===== src/rtl/rmtwm_pkg.sv =====
package rmtwm_pkg;

  // channel and window geometry
  localparam int NCH      = 3;
  localparam int WIN      = 9;
  localparam int COL_PIX  = 3;
  localparam int CHAIN    = WIN - 1;
  localparam int CENTER   = 4;
  localparam int MED_RANK = 4;

  // floor(x/10) as (x*205) >> 11, exact for x below 1024
  localparam int RECIP  = 205;
  localparam int RSHIFT = 11;

  typedef logic [7:0]           chan_t;
  typedef logic [NCH-1:0][7:0]  pix_t;
  typedef logic [WIN-1:0][7:0]  win_t;
  typedef logic [WIN-1:0]       sel_t;
  typedef logic [3:0]           rank_t;

  function automatic logic [5:0] div10(input logic [8:0] x);
    logic [16:0] prod;
    prod = 17'(x) * 17'(RECIP);
    return prod[RSHIFT +: 6];
  endfunction

endpackage


===== src/rtl/rgb_median_then_weighted_mean_3x3_core.sv =====
// RGB 3x3 median-then-weighted-mean filter.
//
// Input channel: red/green/blue/full_window with in_valid and in_stall; a word
// is taken at a clock edge with in_valid high and in_stall low. Words come in
// groups: nine pixels of a full window in row-major order (full_window high on
// the first word) or three pixels of a new right column, top to bottom
// (full_window low on the first word). Two saved columns per channel supply
// the rest of the window for a column group.
// Output channel: out_red/out_green/out_blue with out_valid and out_stall; one
// word per completed group.
// Throughput: one input word per cycle while in_stall is low, set by the gather
// chain shifting on every accept; a group, and so a result, takes at least three
// input words. The result passes through three registers, the first loaded at the edge
// that takes the group's last pixel: window capture, rank/partial-sum stage, output register.
// Reset (rst, synchronous): saved columns clear to zero, group position and
// all stage valids clear. When out_stall holds the output, the two inner
// stages keep filling; in_stall rises only once all three are occupied.
module rgb_median_then_weighted_mean_3x3_core (
  input  logic       clk,
  input  logic       rst,
  input  logic       in_valid,
  output logic       in_stall,
  input  logic [7:0] red,
  input  logic [7:0] green,
  input  logic [7:0] blue,
  input  logic       full_window,
  output logic       out_valid,
  input  logic       out_stall,
  output logic [7:0] out_red,
  output logic [7:0] out_green,
  output logic [7:0] out_blue
);

  rmtwm_pkg::pix_t  in_pix;
  rmtwm_pkg::pix_t  cell_q [rmtwm_pkg::CHAIN];
  rmtwm_pkg::pix_t  col_pix [rmtwm_pkg::COL_PIX];
  rmtwm_pkg::chan_t saved [rmtwm_pkg::NCH][rmtwm_pkg::COL_PIX][2];
  rmtwm_pkg::win_t  win [rmtwm_pkg::NCH];

  logic [3:0] pos;
  logic [3:0] pos_next;
  logic [3:0] need_last;
  logic       grp_full;
  logic       full_now;
  logic       last;
  logic       accept;
  logic       done;

  logic             s1_valid;
  rmtwm_pkg::win_t  s1_win [rmtwm_pkg::NCH];
  logic             s2_valid;
  rmtwm_pkg::win_t  s2_win [rmtwm_pkg::NCH];
  rmtwm_pkg::sel_t  s2_sel [rmtwm_pkg::NCH];
  logic [7:0]       s2_psum [rmtwm_pkg::NCH];
  rmtwm_pkg::sel_t  rank_sel [rmtwm_pkg::NCH];
  logic [7:0]       psum [rmtwm_pkg::NCH];
  rmtwm_pkg::chan_t med [rmtwm_pkg::NCH];
  logic [7:0]       res [rmtwm_pkg::NCH];

  logic out_move;
  logic s2_en;
  logic s1_en;

  assign in_pix = {blue, green, red};

  // stage flow: each stage moves when the one after it has room
  assign out_move = !out_valid || !out_stall;
  assign s2_en    = !s2_valid || out_move;
  assign s1_en    = !s1_valid || s2_en;
  assign in_stall = !s1_en;
  assign accept   = in_valid && !in_stall;

  // group position and kind
  assign full_now  = (pos == '0) ? full_window : grp_full;
  assign need_last = full_now ? 4'(rmtwm_pkg::WIN - 1) : 4'(rmtwm_pkg::COL_PIX - 1);
  assign last      = (pos == need_last);
  assign done      = accept && last;
  assign pos_next  = last ? '0 : pos + 4'd1;

  always_ff @(posedge clk) begin
    if (rst) begin
      pos      <= '0;
      grp_full <= 1'b0;
    end else if (accept) begin
      pos      <= pos_next;
      grp_full <= full_now;
    end
  end

  // gather chain: cell 0 holds the newest pixel
  for (genvar i = 0; i < rmtwm_pkg::CHAIN; i++) begin : g_chain
    if (i == 0) begin : g_head
      rmtwm_cell u_cell (.clk(clk), .shift(accept), .d(in_pix), .q(cell_q[i]));
    end else begin : g_body
      rmtwm_cell u_cell (.clk(clk), .shift(accept), .d(cell_q[i-1]), .q(cell_q[i]));
    end
  end

  // window as seen with the incoming pixel completing the group
  assign col_pix[0] = cell_q[1];
  assign col_pix[1] = cell_q[0];
  assign col_pix[2] = in_pix;

  always_comb begin
    for (int c = 0; c < rmtwm_pkg::NCH; c++) begin
      if (full_now) begin
        for (int k = 0; k < rmtwm_pkg::CHAIN; k++) begin
          win[c][k] = cell_q[rmtwm_pkg::CHAIN - 1 - k][c];
        end
        win[c][rmtwm_pkg::WIN - 1] = in_pix[c];
      end else begin
        for (int r = 0; r < rmtwm_pkg::COL_PIX; r++) begin
          win[c][r*3 + 0] = saved[c][r][0];
          win[c][r*3 + 1] = saved[c][r][1];
          win[c][r*3 + 2] = col_pix[r][c];
        end
      end
    end
  end

  // keep the window's two right columns, unfiltered
  always_ff @(posedge clk) begin
    if (rst) begin
      for (int c = 0; c < rmtwm_pkg::NCH; c++) begin
        for (int r = 0; r < rmtwm_pkg::COL_PIX; r++) begin
          saved[c][r][0] <= '0;
          saved[c][r][1] <= '0;
        end
      end
    end else if (done) begin
      for (int c = 0; c < rmtwm_pkg::NCH; c++) begin
        for (int r = 0; r < rmtwm_pkg::COL_PIX; r++) begin
          saved[c][r][0] <= win[c][r*3 + 1];
          saved[c][r][1] <= win[c][r*3 + 2];
        end
      end
    end
  end

  // stage 1: window capture
  always_ff @(posedge clk) begin
    if (rst) begin
      s1_valid <= 1'b0;
    end else if (s1_en) begin
      s1_valid <= done;
    end
  end

  always_ff @(posedge clk) begin
    if (done) begin
      s1_win <= win;
    end
  end

  // stage 2: median select and sum of the eight outer tenths
  for (genvar c = 0; c < rmtwm_pkg::NCH; c++) begin : g_rank
    rmtwm_rank u_rank (.vals(s1_win[c]), .sel(rank_sel[c]));
  end

  always_comb begin
    for (int c = 0; c < rmtwm_pkg::NCH; c++) begin
      psum[c] = '0;
      for (int k = 0; k < rmtwm_pkg::WIN; k++) begin
        if (k != rmtwm_pkg::CENTER) begin
          psum[c] = psum[c] + {2'b00, rmtwm_pkg::div10({1'b0, s1_win[c][k]})};
        end
      end
    end
  end

  always_ff @(posedge clk) begin
    if (rst) begin
      s2_valid <= 1'b0;
    end else if (s2_en) begin
      s2_valid <= s1_valid;
    end
  end

  always_ff @(posedge clk) begin
    if (s2_en && s1_valid) begin
      s2_win  <= s1_win;
      s2_sel  <= rank_sel;
      s2_psum <= psum;
    end
  end

  // output stage: add the doubled median's tenth
  always_comb begin
    for (int c = 0; c < rmtwm_pkg::NCH; c++) begin
      med[c] = '0;
      for (int i = 0; i < rmtwm_pkg::WIN; i++) begin
        med[c] = med[c] | ({8{s2_sel[c][i]}} & s2_win[c][i]);
      end
      res[c] = s2_psum[c] + {2'b00, rmtwm_pkg::div10({med[c], 1'b0})};
    end
  end

  always_ff @(posedge clk) begin
    if (rst) begin
      out_valid <= 1'b0;
    end else if (out_move) begin
      out_valid <= s2_valid;
    end
  end

  always_ff @(posedge clk) begin
    if (out_move && s2_valid) begin
      out_red   <= res[0];
      out_green <= res[1];
      out_blue  <= res[2];
    end
  end

endmodule


===== src/rtl/rmtwm_cell.sv =====
// One pixel slot of the gather chain; takes its d word on each accept.
module rmtwm_cell (
  input  logic             clk,
  input  logic             shift,
  input  rmtwm_pkg::pix_t  d,
  output rmtwm_pkg::pix_t  q
);

  always_ff @(posedge clk) begin
    if (shift) begin
      q <= d;
    end
  end

endmodule


===== src/rtl/rmtwm_rank.sv =====
// Picks the median of nine values of one channel as a one-hot select.
// Rank = number of values below, ties broken by position, so exactly one
// entry has rank four.
module rmtwm_rank (
  input  rmtwm_pkg::win_t  vals,
  output rmtwm_pkg::sel_t  sel
);

  rmtwm_pkg::rank_t cnt [rmtwm_pkg::WIN];

  always_comb begin
    for (int i = 0; i < rmtwm_pkg::WIN; i++) begin
      cnt[i] = '0;
      for (int j = 0; j < rmtwm_pkg::WIN; j++) begin
        if (j != i) begin
          if ((vals[j] < vals[i]) || ((vals[j] == vals[i]) && (j < i))) begin
            cnt[i] = cnt[i] + 4'd1;
          end
        end
      end
      sel[i] = (cnt[i] == 4'(rmtwm_pkg::MED_RANK));
    end
  end

endmodule


===== config.mk =====
export PLATFORM = sky130hd
export DESIGN_NAME = rgb_median_then_weighted_mean_3x3_core
export DESIGN_NICKNAME = d
export VERILOG_FILES = /design/src/rtl/rmtwm_pkg.sv /design/src/rtl/rgb_median_then_weighted_mean_3x3_core.sv /design/src/rtl/rmtwm_cell.sv /design/src/rtl/rmtwm_rank.sv
export SDC_FILE = /design/constraint.sdc
export NUM_CORES = 2
export LEC_CHECK = 0
export ABC_AREA = 1
export BUFFER_PORTS_ARGS = -buffer_cell sky130_fd_sc_hd__buf_2
export CAP_MARGIN = 20
export CORE_AREA = 2 2 446 448
export DETAILED_ROUTE_END_ITERATION = 8
export DIE_AREA = 0 0 448 450
export PLACE_DENSITY = 0.61
export SLEW_MARGIN = 20
export SYNTH_ARGS = -nofsm -noshare
export SYNTH_HDL_FRONTEND = slang
export SYNTH_SLANG_ARGS = --single-unit

===== constraint.sdc =====
create_clock -name clk -period 39.3 [get_ports clk]
set_input_delay 3.93 -clock clk [delete_from_list [all_inputs] [get_ports clk]]
set_output_delay 3.93 -clock clk [all_outputs]
set_load 0.02 [all_outputs]

# --- Word-level counts from Yosys, hierarchy flattened ---
# Memories as Yosys holds them, arrays and structs flattened.
# Cells that the tools add are included.
word_totals:
  regBits: 707
  mem_bits_rw: 144
  in_bits: 29
  output_inout_bits: 26
  word_cells: 1121
  n_memories: 1
memory_table:
  columns: ["name", "depth", "word_bits", "read_ports", "rd_clocked_by_memory_dff", "write_ports", "line", "source"]
  rows:
  - ["saved", 3, 48, 3, 0, 3, "rgb_median_then_weighted_mean_3x3_core.sv:37", "rmtwm_pkg::chan_t saved [rmtwm_pkg::NCH][rmtwm_pkg::COL_PIX][2];"]
op_classes:
  addsub: 214
  multipliers: 27
  order_cmp: 216
  eq_ne: 136
  n_mux: 245
  n_bitwise: 69
  n_reduce_logical: 121
ops:
  columns: ["operator", "n"]
  rows:
  - ["8-bit < comparator", 216]
  - ["8-bit equality test", 108]
  - ["4-bit 2-to-1 mux", 191]
  - ["4-bit by 1-bit adder with 4-bit output, second input constant", 190]
  - ["8-bit by 8-bit multiplier with 16-bit output, second input constant", 27]
  - ["8-bit AND", 27]
  - ["64-bit 2-to-1 mux", 3]
  - ["8-bit OR", 24]
  - ["8-bit 2-to-1 mux", 18]
  - ["1-bit logical OR", 111]
  - ["4-bit by 3-bit equality test with 1-bit output, second input constant", 27]
  - ["8-bit by 5-bit adder with 8-bit output", 12]
  - ["1-bit 2-to-1 mux", 33]
  - ["7-bit by 5-bit adder with 8-bit output", 3]
  - ["8-bit by 6-bit adder with 8-bit output", 3]
  - ["6-bit by 5-bit adder with 7-bit output", 3]
  - ["5-bit by 5-bit adder with 6-bit output", 3]
  - ["1-bit OR", 18]
  - ["1-bit zero test", 5]
  - ["4-bit equality test", 1]
  - ["1-bit logical AND", 4]
  - ["4-bit zero test", 1]

# --- Longest topological paths before layout ---
depth:
  word_depth: 18
  ltp_mapped: 37
  depth_no_buf: 37

# --- Cells and area by module ---
# From an unflattened synthesis, not the netlist that was laid out.
hier_totals:
  cells_unflattened: 11856
  area_unflattened_um2: 99121.3
modules_own_cells:
  columns: ["mod", "n_inst", "cells_each", "area_each_um2", "seq_area_each_um2"]
  rows:
  - ["rgb_median_then_weighted_mean_3x3_core", 1, 5900, 58852.7, 19708.9]
  - ["rmtwm_rank (g_rank[0].u_rank ...)", 2, 1917, 11464.7, 0.0]
  - ["rmtwm_rank (g_rank[2].u_rank)", 1, 1930, 11573.6, 0.0]
  - ["rmtwm_cell", 8, 24, 720.7, 720.7]

# --- Worst setup path after synthesis ---
# OpenSTA, ideal clock, no wires.
synth_timing:
  kind: "input -> register"
  start: "input full_window"
  end: "memory saved[0][111] in the netlist's numbering (data pin)"
  setup_ns: 0.138
  arrival_ns: 15.243
  path_slack_ns: 23.918
  stages: 11
  cell_sequence: "nand4_1 -> nand2_1 -> buf_4 -> inv_2 -> o21ai_1 -> nand4_1 -> nor2_1 -> nand2_2 -> buf_4 -> buf_6 -> nor2_1"
synth_rtl:
  columns: ["element", "line", "source"]
  rows:
  - ["from (decl)", "rgb_median_then_weighted_mean_3x3_core.sv:26", "input logic full_window,"]
  - ["to (decl)", "rgb_median_then_weighted_mean_3x3_core.sv:37", null]

# --- Worst setup path in the final report ---
layout_timing:
  start: "input out_stall"
  end: "output in_stall"
layout_via:
  elab_chain_cells: 5
layout_rtl:
  columns: ["element", "line", "source"]
  rows:
  - ["from (decl)", "rgb_median_then_weighted_mean_3x3_core.sv:28", "input logic out_stall,"]
  - ["1-bit zero test", "rgb_median_then_weighted_mean_3x3_core.sv:67", "assign out_move = !out_valid || !out_stall;"]
  - ["1-bit logical OR", "rgb_median_then_weighted_mean_3x3_core.sv:67", null]
  - ["1-bit logical OR", "rgb_median_then_weighted_mean_3x3_core.sv:68", "assign s2_en = !s2_valid || out_move;"]
  - ["1-bit logical OR", "rgb_median_then_weighted_mean_3x3_core.sv:69", "assign s1_en = !s1_valid || s2_en;"]
  - ["1-bit zero test", "rgb_median_then_weighted_mean_3x3_core.sv:70", "assign in_stall = !s1_en;"]
  - ["to (decl)", "rgb_median_then_weighted_mean_3x3_core.sv:22", "output logic in_stall,"]
# Every way passes these cells.

==> impl_results.md <==
- Outcome: finished, final reports clean
- Period utilisation layout: 21.7%
- Yosys top cell by area: ha_1
- Hold path startpoint: g_chain[5].g_body.u_cell.q[17]
- Lkg Pwr: 55.1 nW
- Slew Viols, Final: 0
- Max cap viols: 0
- R2R Path End: s2_psum[7]
- Die span in x: 448 um
- Synth Area per Inst: 8.58 um2
- Ys async rst share: 0%
- Die area: 202000 um2
- CTS tree: built
- Max VDD drop: 0.000166 V
- Launch point of the critical path: out_stall
- Skew final: 54.3 ps
- Number of global-route vias before repair: 74700
- WHS: 416 ps
- Top cell type's share of synthesized area: 29.1%
- Top_reg_cell synth: edfxtp_1
- Clock Sinks: 851
- Hold EP: g_chain[6].g_body.u_cell.q[17]
- WP data required: 35370 ps
- Placed insts: 13900
- Clk_lat worst skew: 740 ps
- Largest net degree at the start of global routing: 152
- Initial Util: 48.7%
- Root Buffer: clkbuf_16
- Cts repair resizes: 0
- Ys Warns: 0
- Gpl congestion: 0.944
- Routed Antenna Nets: 0
- Final setup vio count: 0
- Final min period: 8530 ps
- CTS Buffer Depth: 3
- Fmax: 117 MHz
- GRT Total Usage: 26.7%
- # IOs: 55
- Synth Register Bits: 851
- Crit path kind: input port to primary output
- Pwr per Cell Area: 49.4 nW/um2
- Core area: 197000 um2
- Syn Inst Count: 11200
- Congestion Overflow GR: 0
- Initial antenna violation count: 13
- CTS Hold Bufs: 0
- CTS Buf Count: 96
- First-pass GRT wire length: 418000 um
- Post-DR vias/cell: 5.38
- Post-CTS setup buffers: 0
- Worst setup EP type: primary output
- EDFF count, synth: 843
- Starting DRT DRC Count: 5612
- # rows: 163
- Sequential element share of the synthesized area: 26.6%
- Fin. Hold Viols: 0
- R2r setup slk: 31410 ps
- Fillers: 18200
- Count of unique library cells instantiated by Yosys: 62
- Setup TNS: 0 ps
- HP Class: flop to flop
- 1st-pass router iterations: 8
- FF-to-FF path depth: 29
- Max_slew headroom: 24.0%
- Startpoint types: input port
- Top post-synthesis cells by area: ha_1 29%, edfxtp_1 26%, nand2_1 9.4%, inv_1 8.8%, fa_1 8.0%
- Syn Std Cell Area: 95800 um2
- IO buf count: 54
- Area Growth Syn to Fin: 7.45%
- # DRC: 0
- Worst Tran Pin Value: 1130 ps
- Post-Route WL: 270000 um
- Final core utilization: 52.4%
- CP arrival: 4600 ps
- CTS clk-pin slew, worst paths: 60 ps
- Chip height: 450 um
- Hold-critical path depth: 0
- Fraction of layout cells with a size suffix above 1: 5.60%
- Reg2reg start: s1_win[29]
- CTS H-Tree Depth: 3
- RSZ-0062 raised after global routing: no
- Vias: 75600
- Fin nets: 14000
- Worst Path Max Fanout: 3
- Non-Filler Instances: 14100
- HPWL after detailed placement: 212000 um
- Syn nets: 13800
- WL/cell: 19.2 um
==> kinds of logic (layout without fill, tap and decap cells) <==
family	count (synthesis)	after routing	share of synthesized area (%)
and+or+nand+nor	4082	4082	18.6
buffers and inverters	2343	2598	9.23
DFF	851	851	26.6
adders and majority gates	2611	2611	37.1
AOI/OAI and AO/OA	1045	1045	6.31
other	0	2	0
xor gates and xnor gates	230	230	2.10
==> registers in the layout, summed over array words and instances (netlist names), 4 cells and up <==
signal / cells
g_chain.g_body.u_cell.q: 168
g_chain.g_head.u_cell.q: 24
out_blue: 8
out_green: 8
out_red: 8
pos: 4
s1_win: 216
s2_psum: 24
s2_sel: 27
s2_win: 216
saved: 144
==> final cells by class <==
class,count,area [um2],share of cell area (%)
diodes,2,5.00,0.00486
clock buffers,115,2490,2.42
clock inverters,60,514,0.500
inverters,2259,8500,8.26
multi-input cells,7968,61500,59.8
flip-flops and latches,851,25500,24.7
well taps,2640,3300,3.21
repair buffers,164,1110,1.08
==> per-stage QoR <==
step	setup WS, ps	instance area [um2]	power (mW)
CTS	30760	103000	5.14
detailed placement	30770	99900	4.23
global route	30650	103000	5.61
finish	30770	103000	5.08
floorplan	23920	95800	3.41
global placement	30700	99900	4.15
==> cells in the final DEF, fill, tap and decap left out, types with 10 or more instances in the layout <==
cell type and count:
inv_6 10, clkinv_1 15, o21a_1 21, nand4_1 180
o21bai_1 50, nand3b_1 68, inv_1 2244, nand2_1 2399
o211ai_1 17, clkinv_2 18, a21o_1 65, o21ai_0 263
nand3_1 489, inv_2 12, nor2_2 23, clkbuf_16 97
a31oi_1 19, nand2_2 80, and2_1 15, o21ai_1 46
nor2_1 591, a221oi_1 24, xor2_1 129, edfxtp_1 843
a211oi_1 40, nor3_1 19, a21oi_1 437, xnor2_1 101
clkbuf_1 18, nand3_2 42, or2_2 125, fa_1 385
ha_1 2226, buf_4 109, buf_2 54, o31ai_1 18
==> cells in the mapped netlist (all sizes together) (7+ instances only) <==
cell / n
fa: 385
o211ai: 17
nand2: 2489
o31ai: 18
a21oi: 441
a21boi: 7
o221ai: 7
nor3: 21
a31oi: 19
a22o: 7
edfxtp: 843
xor2: 129
nor2: 624
or2: 135
o2111ai: 7
nand3: 534
a221oi: 24
ha: 2226
nand4: 190
clkbuf: 65
and2: 15
a21o: 65
nand3b: 68
o21bai: 50
o21ai: 313
a211oi: 40
xnor2: 101
dfxtp: 8
buf: 19
o21a: 21
inv: 2259
==> power breakdown <==
group / total, mW / switching (mW) / internal [mW]
sequential: 1.26 / 0.0488 / 1.21
combinational: 2.94 / 1.77 / 1.17
clock: 0.885 / 0.401 / 0.484
total: 5.08 / 2.22 / 2.86
==> worst max-delay path by stage <==
stage               endpoint  slack (ps)  cells after the start
4_1_cts             in_stall       30760                      6
2_1_floorplan  saved[0][111]       23920                     11
3_3_place_gp        in_stall       30700                      6
6_report            in_stall       30770                      6
3_5_place_dp        in_stall       30770                      6
5_1_grt             in_stall       30650                      6
==> worst max-delay path, stage by stage <==
cell	delay, ps
buf_2	110
nand2_1	70
nor2_1	100
inv_1	70
nor2_1	120
buf_2	180
==> routing by layer <==
layer | track usage [%] | share of wire, % | up-vias | routed length (um)
met5 | 0 | 0.010 | - | 27
met4 | 10.6 | 4.7 | 4 | 12600
met3 | 3.07 | 6.1 | 554 | 16300
met2 | 43.5 | 45 | 2109 | 122000
met1 | 36.1 | 44 | 35800 | 119000
li1 | - | - | 37100 | -
Note: power is estimated with default switching activity, not from simulation.
